File: src/hw/rtl/fme7_pkg.sv
// Shared types and constants for the FME-7 style bank mapper with IRQ counter.
package fme7_pkg;

  localparam int CHR_SLOTS = 8;
  localparam int PRG_SLOTS = 3;

  // Item function codes
  typedef enum logic [1:0] {
    FUNC_WRITE = 2'd0,
    FUNC_TICK  = 2'd1,
    FUNC_CPU   = 2'd2,
    FUNC_PPU   = 2'd3
  } func_t;

  // Result region codes
  typedef enum logic [2:0] {
    REGION_NONE    = 3'd0,
    REGION_PRG     = 3'd1,
    REGION_RAM_ON  = 3'd2,
    REGION_RAM_OFF = 3'd3,
    REGION_CHR     = 3'd4,
    REGION_NT      = 3'd5
  } region_t;

  // Command latch codes
  localparam logic [3:0] CMD_RAM_CTRL = 4'h8;
  localparam logic [3:0] CMD_PRG0     = 4'h9;
  localparam logic [3:0] CMD_PRG1     = 4'ha;
  localparam logic [3:0] CMD_PRG2     = 4'hb;
  localparam logic [3:0] CMD_MIRROR   = 4'hc;
  localparam logic [3:0] CMD_IRQ_EN   = 4'hd;
  localparam logic [3:0] CMD_CNT_LO   = 4'he;
  localparam logic [3:0] CMD_CNT_HI   = 4'hf;

  // Configuration register indexes
  localparam logic CFG_PRG_MASK = 1'b0;
  localparam logic CFG_CHR_MASK = 1'b1;

  localparam logic [15:0] IRQ_RELOAD     = 16'hffff;
  localparam logic [7:0]  RAM_CTRL_RESET = 8'h40;
  localparam logic [7:0]  MASK_RESET     = 8'hff;

  // One input item
  typedef struct packed {
    func_t       func;
    logic [15:0] address;
    logic [7:0]  write_data;
  } item_t;

  // Banking state seen by the lookup logic
  typedef struct packed {
    logic [PRG_SLOTS-1:0][7:0] prg_bank;
    logic [CHR_SLOTS-1:0][7:0] chr_bank;
    logic [1:0]                mirror;
    logic [7:0]                ram_control;
  } map_state_t;

endpackage

File: src/hw/rtl/fme7_bank_mapper_with_irq_unit.sv
// Top level: input register, mapper state, lookup decode and result register.
// A transaction is held in the input register, then its result in the result register.
// Throughput: one transaction per cycle while results are not stalled; the input register and the result
// register give one stage of slack, so input is taken while a result waits.
// Reset (rst, synchronous): both stages empty, banks zero, ram control 0x40,
// IRQ counter 0xFFFF and disarmed, both bank masks 0xFF.
module fme7_bank_mapper_with_irq_unit (
  input  logic        clk,
  input  logic        rst,
  // input channel
  input  logic        in_valid,
  output logic        in_stall,
  input  logic [1:0]  func,
  input  logic [15:0] address,
  input  logic [7:0]  write_data,
  // result channel
  output logic        out_valid,
  input  logic        out_stall,
  output logic [2:0]  region,
  output logic [7:0]  bank,
  output logic        irq_line,
  // configuration channel
  input  logic        cfg_valid,
  output logic        cfg_ready,
  input  logic        cfg_index,
  input  logic [7:0]  cfg_data
);

  logic                 s1_valid;
  fme7_pkg::item_t      s1_item;
  logic                 s2_load;
  logic                 s1_go;
  logic                 in_take;
  logic [7:0]           prg_mask;
  logic [7:0]           chr_mask;
  fme7_pkg::map_state_t map_state;
  logic                 irq_flag_next;
  fme7_pkg::region_t    region_d;
  logic [7:0]           bank_d;

  // Handshake
  assign s2_load   = !out_valid || !out_stall;
  assign s1_go     = s1_valid && s2_load;
  assign in_stall  = s1_valid && !s2_load;
  assign in_take   = in_valid && !in_stall;
  assign cfg_ready = 1'b1;

  // Configuration registers
  always_ff @(posedge clk) begin
    if (rst) begin
      prg_mask <= fme7_pkg::MASK_RESET;
      chr_mask <= fme7_pkg::MASK_RESET;
    end else if (cfg_valid) begin
      case (cfg_index)
        fme7_pkg::CFG_PRG_MASK: prg_mask <= cfg_data;
        fme7_pkg::CFG_CHR_MASK: chr_mask <= cfg_data;
        default: ;
      endcase
    end
  end

  // Input register
  always_ff @(posedge clk) begin
    if (rst) begin
      s1_valid <= 1'b0;
    end else if (in_take) begin
      s1_valid <= 1'b1;
    end else if (s1_go) begin
      s1_valid <= 1'b0;
    end
  end

  always_ff @(posedge clk) begin
    if (in_take) begin
      s1_item.func       <= fme7_pkg::func_t'(func);
      s1_item.address    <= address;
      s1_item.write_data <= write_data;
    end
  end

  fme7_regs u_regs (
    .clk           (clk),
    .rst           (rst),
    .step          (s1_go),
    .item          (s1_item),
    .map_state     (map_state),
    .irq_flag_next (irq_flag_next)
  );

  // Address decode for lookups
  always_comb begin
    region_d = fme7_pkg::REGION_NONE;
    bank_d   = 8'd0;
    case (s1_item.func)
      fme7_pkg::FUNC_CPU: begin
        if (s1_item.address[15:13] == 3'b111) begin
          // last bank fixed
          region_d = fme7_pkg::REGION_PRG;
          bank_d   = prg_mask;
        end else if (s1_item.address[15]) begin
          region_d = fme7_pkg::REGION_PRG;
          case (s1_item.address[14:13])
            2'd0:    bank_d = map_state.prg_bank[0] & prg_mask;
            2'd1:    bank_d = map_state.prg_bank[1] & prg_mask;
            default: bank_d = map_state.prg_bank[2] & prg_mask;
          endcase
        end else if (s1_item.address[15:13] == 3'b011) begin
          if (map_state.ram_control[6]) begin
            region_d = map_state.ram_control[7] ? fme7_pkg::REGION_RAM_ON
                                                : fme7_pkg::REGION_RAM_OFF;
          end else begin
            region_d = fme7_pkg::REGION_PRG;
            bank_d   = map_state.ram_control & prg_mask;
          end
        end
      end
      fme7_pkg::FUNC_PPU: begin
        if (!s1_item.address[13]) begin
          region_d = fme7_pkg::REGION_CHR;
          bank_d   = map_state.chr_bank[s1_item.address[12:10]] & chr_mask;
        end else begin
          // nametable page by mirroring mode
          region_d = fme7_pkg::REGION_NT;
          if (map_state.mirror[1]) begin
            bank_d = {7'd0, map_state.mirror[0]};
          end else if (map_state.mirror[0]) begin
            bank_d = {7'd0, s1_item.address[11]};
          end else begin
            bank_d = {7'd0, s1_item.address[10]};
          end
        end
      end
      default: ;
    endcase
  end

  // Result register
  always_ff @(posedge clk) begin
    if (rst) begin
      out_valid <= 1'b0;
    end else if (s2_load) begin
      out_valid <= s1_valid;
    end
  end

  always_ff @(posedge clk) begin
    if (s1_go) begin
      region   <= region_d;
      bank     <= bank_d;
      irq_line <= irq_flag_next;
    end
  end

  // Input is only held off by a full pipe with a blocked result
  a_stall_cause: assert property (@(posedge clk) disable iff (rst)
    in_stall |-> s1_valid && out_valid && out_stall)
    else $error("input stalled without back-pressure");

  // An item leaving the input register shows up as a result
  a_advance: assert property (@(posedge clk) disable iff (rst)
    s1_go |=> out_valid)
    else $error("result lost on advance");

  // Writes and ticks report no region
  a_no_region: assert property (@(posedge clk) disable iff (rst)
    s1_go && (s1_item.func == fme7_pkg::FUNC_WRITE || s1_item.func == fme7_pkg::FUNC_TICK)
    |=> region == fme7_pkg::REGION_NONE && bank == 8'd0)
    else $error("region reported for write or tick");

endmodule

File: src/hw/rtl/fme7_regs.sv
// Mapper register file: command latch, bank registers and the IRQ down-counter.
module fme7_regs (
  input  logic                clk,
  input  logic                rst,
  input  logic                step,
  input  fme7_pkg::item_t     item,
  output fme7_pkg::map_state_t map_state,
  output logic                irq_flag_next
);

  logic [3:0]           command;
  logic [3:0]           command_next;
  fme7_pkg::map_state_t map_state_next;
  logic                 irq_enable;
  logic                 irq_enable_next;
  logic [15:0]          irq_counter;
  logic [15:0]          irq_counter_next;
  logic                 irq_flag;
  logic                 expire;

  assign expire = step && (item.func == fme7_pkg::FUNC_TICK) && irq_enable
                  && (irq_counter <= 16'd1);

  // Next state for one transaction
  always_comb begin
    command_next     = command;
    map_state_next   = map_state;
    irq_enable_next  = irq_enable;
    irq_counter_next = irq_counter;
    irq_flag_next    = irq_flag;
    if (step) begin
      case (item.func)
        fme7_pkg::FUNC_WRITE: begin
          // only 8000-BFFF is decoded
          if (item.address[15:14] == 2'b10) begin
            if (!item.address[13]) begin
              command_next = item.write_data[3:0];
            end else begin
              case (command)
                fme7_pkg::CMD_IRQ_EN: begin
                  irq_enable_next = |item.write_data;
                  if (~|item.write_data) irq_flag_next = 1'b0;
                end
                fme7_pkg::CMD_CNT_LO: irq_counter_next[7:0]  = item.write_data;
                fme7_pkg::CMD_CNT_HI: irq_counter_next[15:8] = item.write_data;
                fme7_pkg::CMD_MIRROR: map_state_next.mirror = item.write_data[1:0];
                fme7_pkg::CMD_PRG0:   map_state_next.prg_bank[0] = item.write_data;
                fme7_pkg::CMD_PRG1:   map_state_next.prg_bank[1] = item.write_data;
                fme7_pkg::CMD_PRG2:   map_state_next.prg_bank[2] = item.write_data;
                fme7_pkg::CMD_RAM_CTRL: map_state_next.ram_control = item.write_data;
                // commands 0-7 select a CHR slot
                default: map_state_next.chr_bank[command[2:0]] = item.write_data;
              endcase
            end
          end
        end
        fme7_pkg::FUNC_TICK: begin
          if (irq_enable) begin
            if (irq_counter <= 16'd1) begin
              irq_flag_next    = 1'b1;
              irq_enable_next  = 1'b0;
              irq_counter_next = fme7_pkg::IRQ_RELOAD;
            end else begin
              irq_counter_next = irq_counter - 16'd1;
            end
          end
        end
        default: ;
      endcase
    end
  end

  // State registers
  always_ff @(posedge clk) begin
    if (rst) begin
      command                 <= 4'd0;
      map_state.prg_bank      <= '0;
      map_state.chr_bank      <= '0;
      map_state.mirror        <= 2'd0;
      map_state.ram_control   <= fme7_pkg::RAM_CTRL_RESET;
      irq_enable              <= 1'b0;
      irq_counter             <= fme7_pkg::IRQ_RELOAD;
      irq_flag                <= 1'b0;
    end else begin
      command     <= command_next;
      map_state   <= map_state_next;
      irq_enable  <= irq_enable_next;
      irq_counter <= irq_counter_next;
      irq_flag    <= irq_flag_next;
    end
  end

  // Expiry disarms the counter, raises the flag and reloads
  a_expire: assert property (@(posedge clk) disable iff (rst)
    expire |=> !irq_enable && irq_flag && (irq_counter == fme7_pkg::IRQ_RELOAD))
    else $error("IRQ expiry not applied");

  // The flag only rises on a tick of an armed counter
  a_flag_rise: assert property (@(posedge clk) disable iff (rst)
    $rose(irq_flag) |-> $past(expire))
    else $error("IRQ flag raised without expiry");

  // Nothing changes without a transaction
  a_idle_hold: assert property (@(posedge clk) disable iff (rst)
    !step |=> $stable(irq_counter) && $stable(irq_enable) && $stable(command))
    else $error("state changed without a transaction");

endmodule

File: config.mk
export PLATFORM = sky130hd
export DESIGN_NAME = fme7_bank_mapper_with_irq_unit
export DESIGN_NICKNAME = d
export VERILOG_FILES = /design/src/hw/rtl/fme7_pkg.sv /design/src/hw/rtl/fme7_bank_mapper_with_irq_unit.sv /design/src/hw/rtl/fme7_regs.sv
export SDC_FILE = /design/constraint.sdc
export NUM_CORES = 1
export LEC_CHECK = 0
export BUFFER_PORTS_ARGS = -buffer_cell sky130_fd_sc_hd__buf_2
export CAP_MARGIN = 0
export CORE_UTILIZATION = 40
export CTS_CLUSTER_DIAMETER = 80
export CTS_CLUSTER_SIZE = 28
export DETAILED_ROUTE_END_ITERATION = 16
export PLACE_DENSITY = 0.66
export SLEW_MARGIN = 20
export SYNTH_ARGS = -nofsm -noshare
export SYNTH_HDL_FRONTEND = slang
export SYNTH_SLANG_ARGS = --single-unit
File: constraint.sdc
create_clock -name clk -period 2 [get_ports clk]
set_input_delay 0.3 -clock clk [delete_from_list [all_inputs] [get_ports clk]]
set_output_delay 0.3 -clock clk [all_outputs]
set_load 0.02 [all_outputs]
# Word level (Yosys, flattened, before mapping)
# Cells that the tools add are included.
# op_classes
order_cmp,4
n_div,0
bitwise_logic,8
add_sub_neg,1
eq_ne,21
muxes,44
n_reduce_logical,27
multipliers,0
n_shift,0
# op_table
cell,n
8-bit two-way mux,9
64-bit bitwise mux,1
16-bit two-way mux,4
8-bit bitwise AND,5
5-bit AND reduction,7
"4-bit equality test, second input constant",8
16-bit case mux with 2 select lines,1
8-bit case mux with 2 select lines,2
8-bit binary-select mux with 3-bit select,1
8-bit demux with 3-bit select,1
1-bit two-way mux,18
"16-bit by 1-bit <= comparator with 1-bit output, second input constant",1
8-bit OR reduction,2
"16-bit by 1-bit subtractor with 16-bit output, second input constant",1
6-bit AND reduction,2
"3-bit by 4-bit less-than comparator with 1-bit output, second input constant",2
2-bit two-way mux,4
"2-bit inequality test, second input constant",4
"2-bit equality test, second input constant",3
3-bit case mux with 2 select lines,1
"2-bit by 1-bit equality test with 1-bit output, second input constant",2
1-bit logical AND,4
1-bit zero test,4
2-bit zero test,2
other kinds (10),16
# word_totals
mem_bits_ro,0
ramBits,0
latchBits,0
reg_bits,176
n_memories,0
inputBits,40
out_inout_bits,15
wordCells,133

# Longest topological paths before layout
# depth
ltp_word,7
mapped_depth,8

# By module
# Synthesis repeated with hierarchy kept, for this count alone.
# unflattened
hier_cells,856
hier_area_um2,7986.4
# modules_own_cells
mod,cells_per_inst,area_per_inst_um2,instances,seq_area_each_um2
fme7_regs,610,5039.8,1,2402.3
fme7_bank_mapper_with_irq_unit,246,2946.6,1,1501.4

# Least setup slack after synthesis
# No wires, ideal clock.
# synth_timing
path_type,register -> register
from,reg s1_item[18] (netlist name)
to,"reg bank[6], data pin"
path_buffers,2
arrival_time_ps,1791
stages_incl_launch_ff,6
t_required_ps,1735
synth_period_minus_slack_ps,2056
slack_ps,-56
path_cell_list,edfxtp_1 > clkbuf_1 > buf_2 > mux4_2 > mux2i_1 > o22ai_1
# synth_between
elab_chain_len,5
# synth_lines
item,line,source
start: declaration,fme7_bank_mapper_with_irq_unit.sv:30,fme7_pkg::item_t s1_item;
8-bit binary-select mux with 3-bit select,fme7_bank_mapper_with_irq_unit.sv:120,bank_d = map_state.chr_bank[s1_item.address[12:10]] & chr_mask;
8-bit two-way mux (implied by the code),fme7_bank_mapper_with_irq_unit.sv:120,
8-bit bitwise AND,fme7_bank_mapper_with_irq_unit.sv:120,
8-bit two-way mux,fme7_bank_mapper_with_irq_unit.sv:118,if (!s1_item.address[13]) begin
8-bit case mux with 2 select lines,fme7_bank_mapper_with_irq_unit.sv:94,case (s1_item.func)
end signal: assignment,fme7_bank_mapper_with_irq_unit.sv:149,bank <= bank_d;
end: declaration,fme7_bank_mapper_with_irq_unit.sv:20,"output logic [7:0] bank,"
# Every way passes these cells. The select of a mux whose other input is x is not followed.
# A chain may end at the register's enable or synchronous reset.

# Worst setup path after layout
# layout_timing
from,reg s1_item[22] (netlist name)
to,reg u_regs.map_state[69] (netlist name)
# layout_between
elab_chain_len,2
# layout_lines
item,line,source
2-bit equality test,fme7_regs.sv:35,if (item.address[15:14] == 2'b10) begin
5-bit AND reduction (no source line),--,
# Every way passes these cells.

==> run summary <==
- complete, but fails checks — result of the run
- negative setup slack — violated checks
- 0 — ys async rst share
- -92.64 ps — accumulated negative setup slack
- 0.2025 — global router's overall resource usage
- 560 ps — worst stage delay on the critical path
- 166 — number of clock sinks seen by CTS
- flop — CP startpoint kind
- sky130_fd_sc_hd__or4bb_4 — cell at the slowest stage of the critical path
- 63 — synth unique cells
- 0.003807 mm² — footprint of the multi-input gates
- 22.46% — synth-to-layout area growth
- 1 — crit path buf inv count
- 0.003603 mm² — area taken by flip-flops and latches
- 0 — hold-fix buffers at CTS
- 0.065 — power share of the combinational group
- 0.2292 — switching part of the total power
- input pin to flop — worst min path class
- sky130_fd_sc_hd__dfxtp_1 (37%), sky130_fd_sc_hd__edfxtp_1 (11%), sky130_fd_sc_hd__nand2_1 (6.5%), sky130_fd_sc_hd__nand3_1 (5.4%), sky130_fd_sc_hd__a21oi_1 (5.3%) — largest cells by area after synthesis
- 49 — Core Rows
- 0 — antenna violations before repair
- 4 — H-tree depth
- 17 — total CTS buffers
- 0.2492 — share of layout cells above drive strength 1
- flop — type of element capturing the critical path
- 577 — Iter 0 DRT Violations
- -30 ps — worst-case register-to-register setup slack
- 774.0 mW/mm² — Pwr per Cell Area
- sky130_fd_sc_hd__dfxtp_1 — leading cell type in the layout, fill and taps excluded
- 570.0 ps — worst slew pin tran
- 0.4149 — Initial Utilization
- 2330 ps — WP data arrival
- sky130_fd_sc_hd__dfxtp_1 — Main synth FF type
- 0.6098 mV — IR drop worst, VDD
- 0 — aggregate global routing overflow
- 0 — remaining antenna violation count after routing
- flop to flop — worst setup path class
- 1641 µW — Sw Pwr
- 139.4 µm — Die Ht
- 0.007555 mm² — synthesized area
- -60.18 ps — worst setup slack before clock tree synthesis
- 492.9 MHz — highest clock frequency the design can meet
- 0.01944 mm² — total die area
- -28.70 ps — worst setup slack after layout
- s1_item[22] — launching instance or port of the critical path
- 8 — Max FO, Critical Path
- 0 — number of maximum-capacitance violations
- 866 — total nets after synthesis
- yes — clock tree from TritonCTS
- sky130_fd_sc_hd__dfxtp_1 — cell type contributing the most total cell area after synthesis
- 10 — # setup viols final
- 60 ps — Reg clk slew, reported paths
- yes — setup repair after global routing missed its margin
- 0.447 — share of power burned in the clock network
- 31060 µm — global-route wire length before repair
- s1_item[22] — Critical R2R Launch
- 0.01821 mm² — area inside the core boundary
- 1681 — fill cell total of the finished layout
- 166 — number of storage elements in the synthesis netlist
- 0.8505 — Final Wtd Congestion
- 0 — Yosys Warn Count
- 2300 ps — CP required
- 0.5081 — final core utilization
- 420 ps — worst skew pair latency
- 5519 µW — Internal Power
- 17.14 µm — detailed-route wire length per cell
- 5 — number of detailed-routing iterations run before antenna repair
- 0 — antenna diode count
- 1.014 — portion of the clock cycle consumed by the worst path in the final layout
- sky130_fd_sc_hd__clkbuf_16 — library cell used as clock root buffer
- 0 — Fin. Hold Viols
- 0 — DRC
- 9.168 µm² — average size of a mapped cell
- 55 — num ports
- 5903 — vias in the first global route
- 2029 ps — minimum clock period after layout
- 28 — number of enable flip-flop cells after synthesis
- 49.88 ps — post-route worst hold slack
- 0.4770 — register area share after synthesis
- or4bb_4 > nor4_4 > buf_12 > nand3_4 > mux2i_1 > nor2_1 — worst path cell trace
- 0.003523 µW — static leakage
- 19470 µm — routed wire length
- address[11] — Worst Hold Launch
- 43 — Port Buffer Count
- 0.3657 — Synth top area share
- 76 — pin count of the biggest net entering global routing
- 2 — maximum buffer depth of the clock tree
- 5.540 — average via count per standard cell
- 12920 µm — DP HPWL
- 0 — max-slew violations
- simple AND/OR/NAND/NOR gates — dominant delay contributor by cell family on the critical path
- 139.4 µm — width of the die
- 7161 µW — total design power
- 824 — Gate Count Post-Synth
- 6294 — via count
- 936 — nets
- 0.6200 — relative max-transition margin
- 0.488 — Sequential Power Share
- 7.133 ps — largest clock skew in the final design
- sky130_fd_sc_hd__dfxtp_1 (138), sky130_fd_sc_hd__nand2_1 (118), sky130_fd_sc_hd__a21oi_1 (79) — leading cell types in the layout, fill and taps excluded
## cells by family (layout without fill, tap and decap cells)
kind of cell             count (synthesis)  in the layout  synth area share
AND/OR/NAND/NOR                        358            358            0.2378
flip-flops                             166            166            0.4770
AO/OA/AOI/OAI                          159            159            0.1295
buffers and inverters                   77            160           0.04339
multiplexers                            61             61            0.1085
adder cells (fa/ha/maj)                  2              2          0.003312
other                                    1              1         0.0004964
## routing by layer
layer	global-route usage	vias up	routed length, µm
li1	-	3094	-
met1	0.2935	3004	9452
met2	0.3057	182	8693
met3	0.03648	14	1125
met4	0.06023	0	197
met5	0	-	0
## path summary, 6_finish.rpt
check                    endpoint  cells past startpoint
max          u_regs.map_state[69]                      6
min                   s1_item[19]                      1
max reg2reg  u_regs.map_state[69]                      6
min reg2reg  u_regs.map_state[30]                      2
## power by group through the flow
stage	sequential, µW	clock [µW]	combinational, µW
global placement	3570	0	447
global route	3500	3390	502
floorplan	3570	0	269
CTS	3490	3250	452
finish	3500	3200	465
detailed placement	3570	0	447
## flip-flops by register name, indices dropped and copies added, names as in the netlist
signal	flops
bank	8
u_regs.irq_enable	1
chr_mask	8
irq_line	1
s1_valid	1
u_regs.irq_flag	1
s1_item	16
out_valid	1
prg_mask	8
u_regs.irq_counter	16
u_regs.map_state	98
region	3
u_regs.command	4
## final cells by class
cell class              instances  share of cell area
clock buffers                  24             0.05450
clock inverters                 8            0.007438
inverters                       3            0.001623
multi-input cells             581              0.4115
flip-flops and latches        166              0.3895
well taps                     229             0.03097
repair buffers                125              0.1044
## cells in the mapped netlist (3+ instances only)
cell,instances
sky130_fd_sc_hd__buf_1,3
sky130_fd_sc_hd__nand3b_1,9
sky130_fd_sc_hd__a31oi_1,8
sky130_fd_sc_hd__nand4_1,3
sky130_fd_sc_hd__buf_2,10
sky130_fd_sc_hd__edfxtp_1,28
sky130_fd_sc_hd__nand2b_1,8
sky130_fd_sc_hd__dfxtp_1,138
sky130_fd_sc_hd__mux4_2,16
sky130_fd_sc_hd__mux2_2,7
sky130_fd_sc_hd__mux2i_1,38
sky130_fd_sc_hd__nor3b_1,4
sky130_fd_sc_hd__nand3_1,81
sky130_fd_sc_hd__inv_1,3
sky130_fd_sc_hd__nor2b_1,10
sky130_fd_sc_hd__o221ai_1,8
sky130_fd_sc_hd__nor4_4,4
sky130_fd_sc_hd__a21boi_0,3
sky130_fd_sc_hd__nor3_1,16
sky130_fd_sc_hd__a221oi_1,3
sky130_fd_sc_hd__nor4_1,7
sky130_fd_sc_hd__nand3_2,3
sky130_fd_sc_hd__and3_1,10
sky130_fd_sc_hd__buf_6,3
sky130_fd_sc_hd__o22ai_1,4
sky130_fd_sc_hd__nand2_1,130
sky130_fd_sc_hd__a21oi_1,80
sky130_fd_sc_hd__o21ai_0,20
sky130_fd_sc_hd__nor2_1,57
sky130_fd_sc_hd__a211o_1,9
sky130_fd_sc_hd__a211oi_1,5
sky130_fd_sc_hd__clkbuf_1,57
## through the flow
step | std cells | cell area, µm²
2_1_floorplan | 824 | 7581
3_3_place_gp | 1091 | 8381
3_5_place_dp | 1091 | 8381
4_1_cts | 1125 | 8977
5_1_grt | 1136 | 9251
6_report | 1136 | 9251
## what timing repair did
action,CTS,global route
pin swaps,1,8
endpoints found under the setup margin,14,83
gates resized for setup,3,42
setup buffers,2,10
cloned,0,1
endpoints found under the hold margin,0,0
Power figures use the tool's default switching activity.
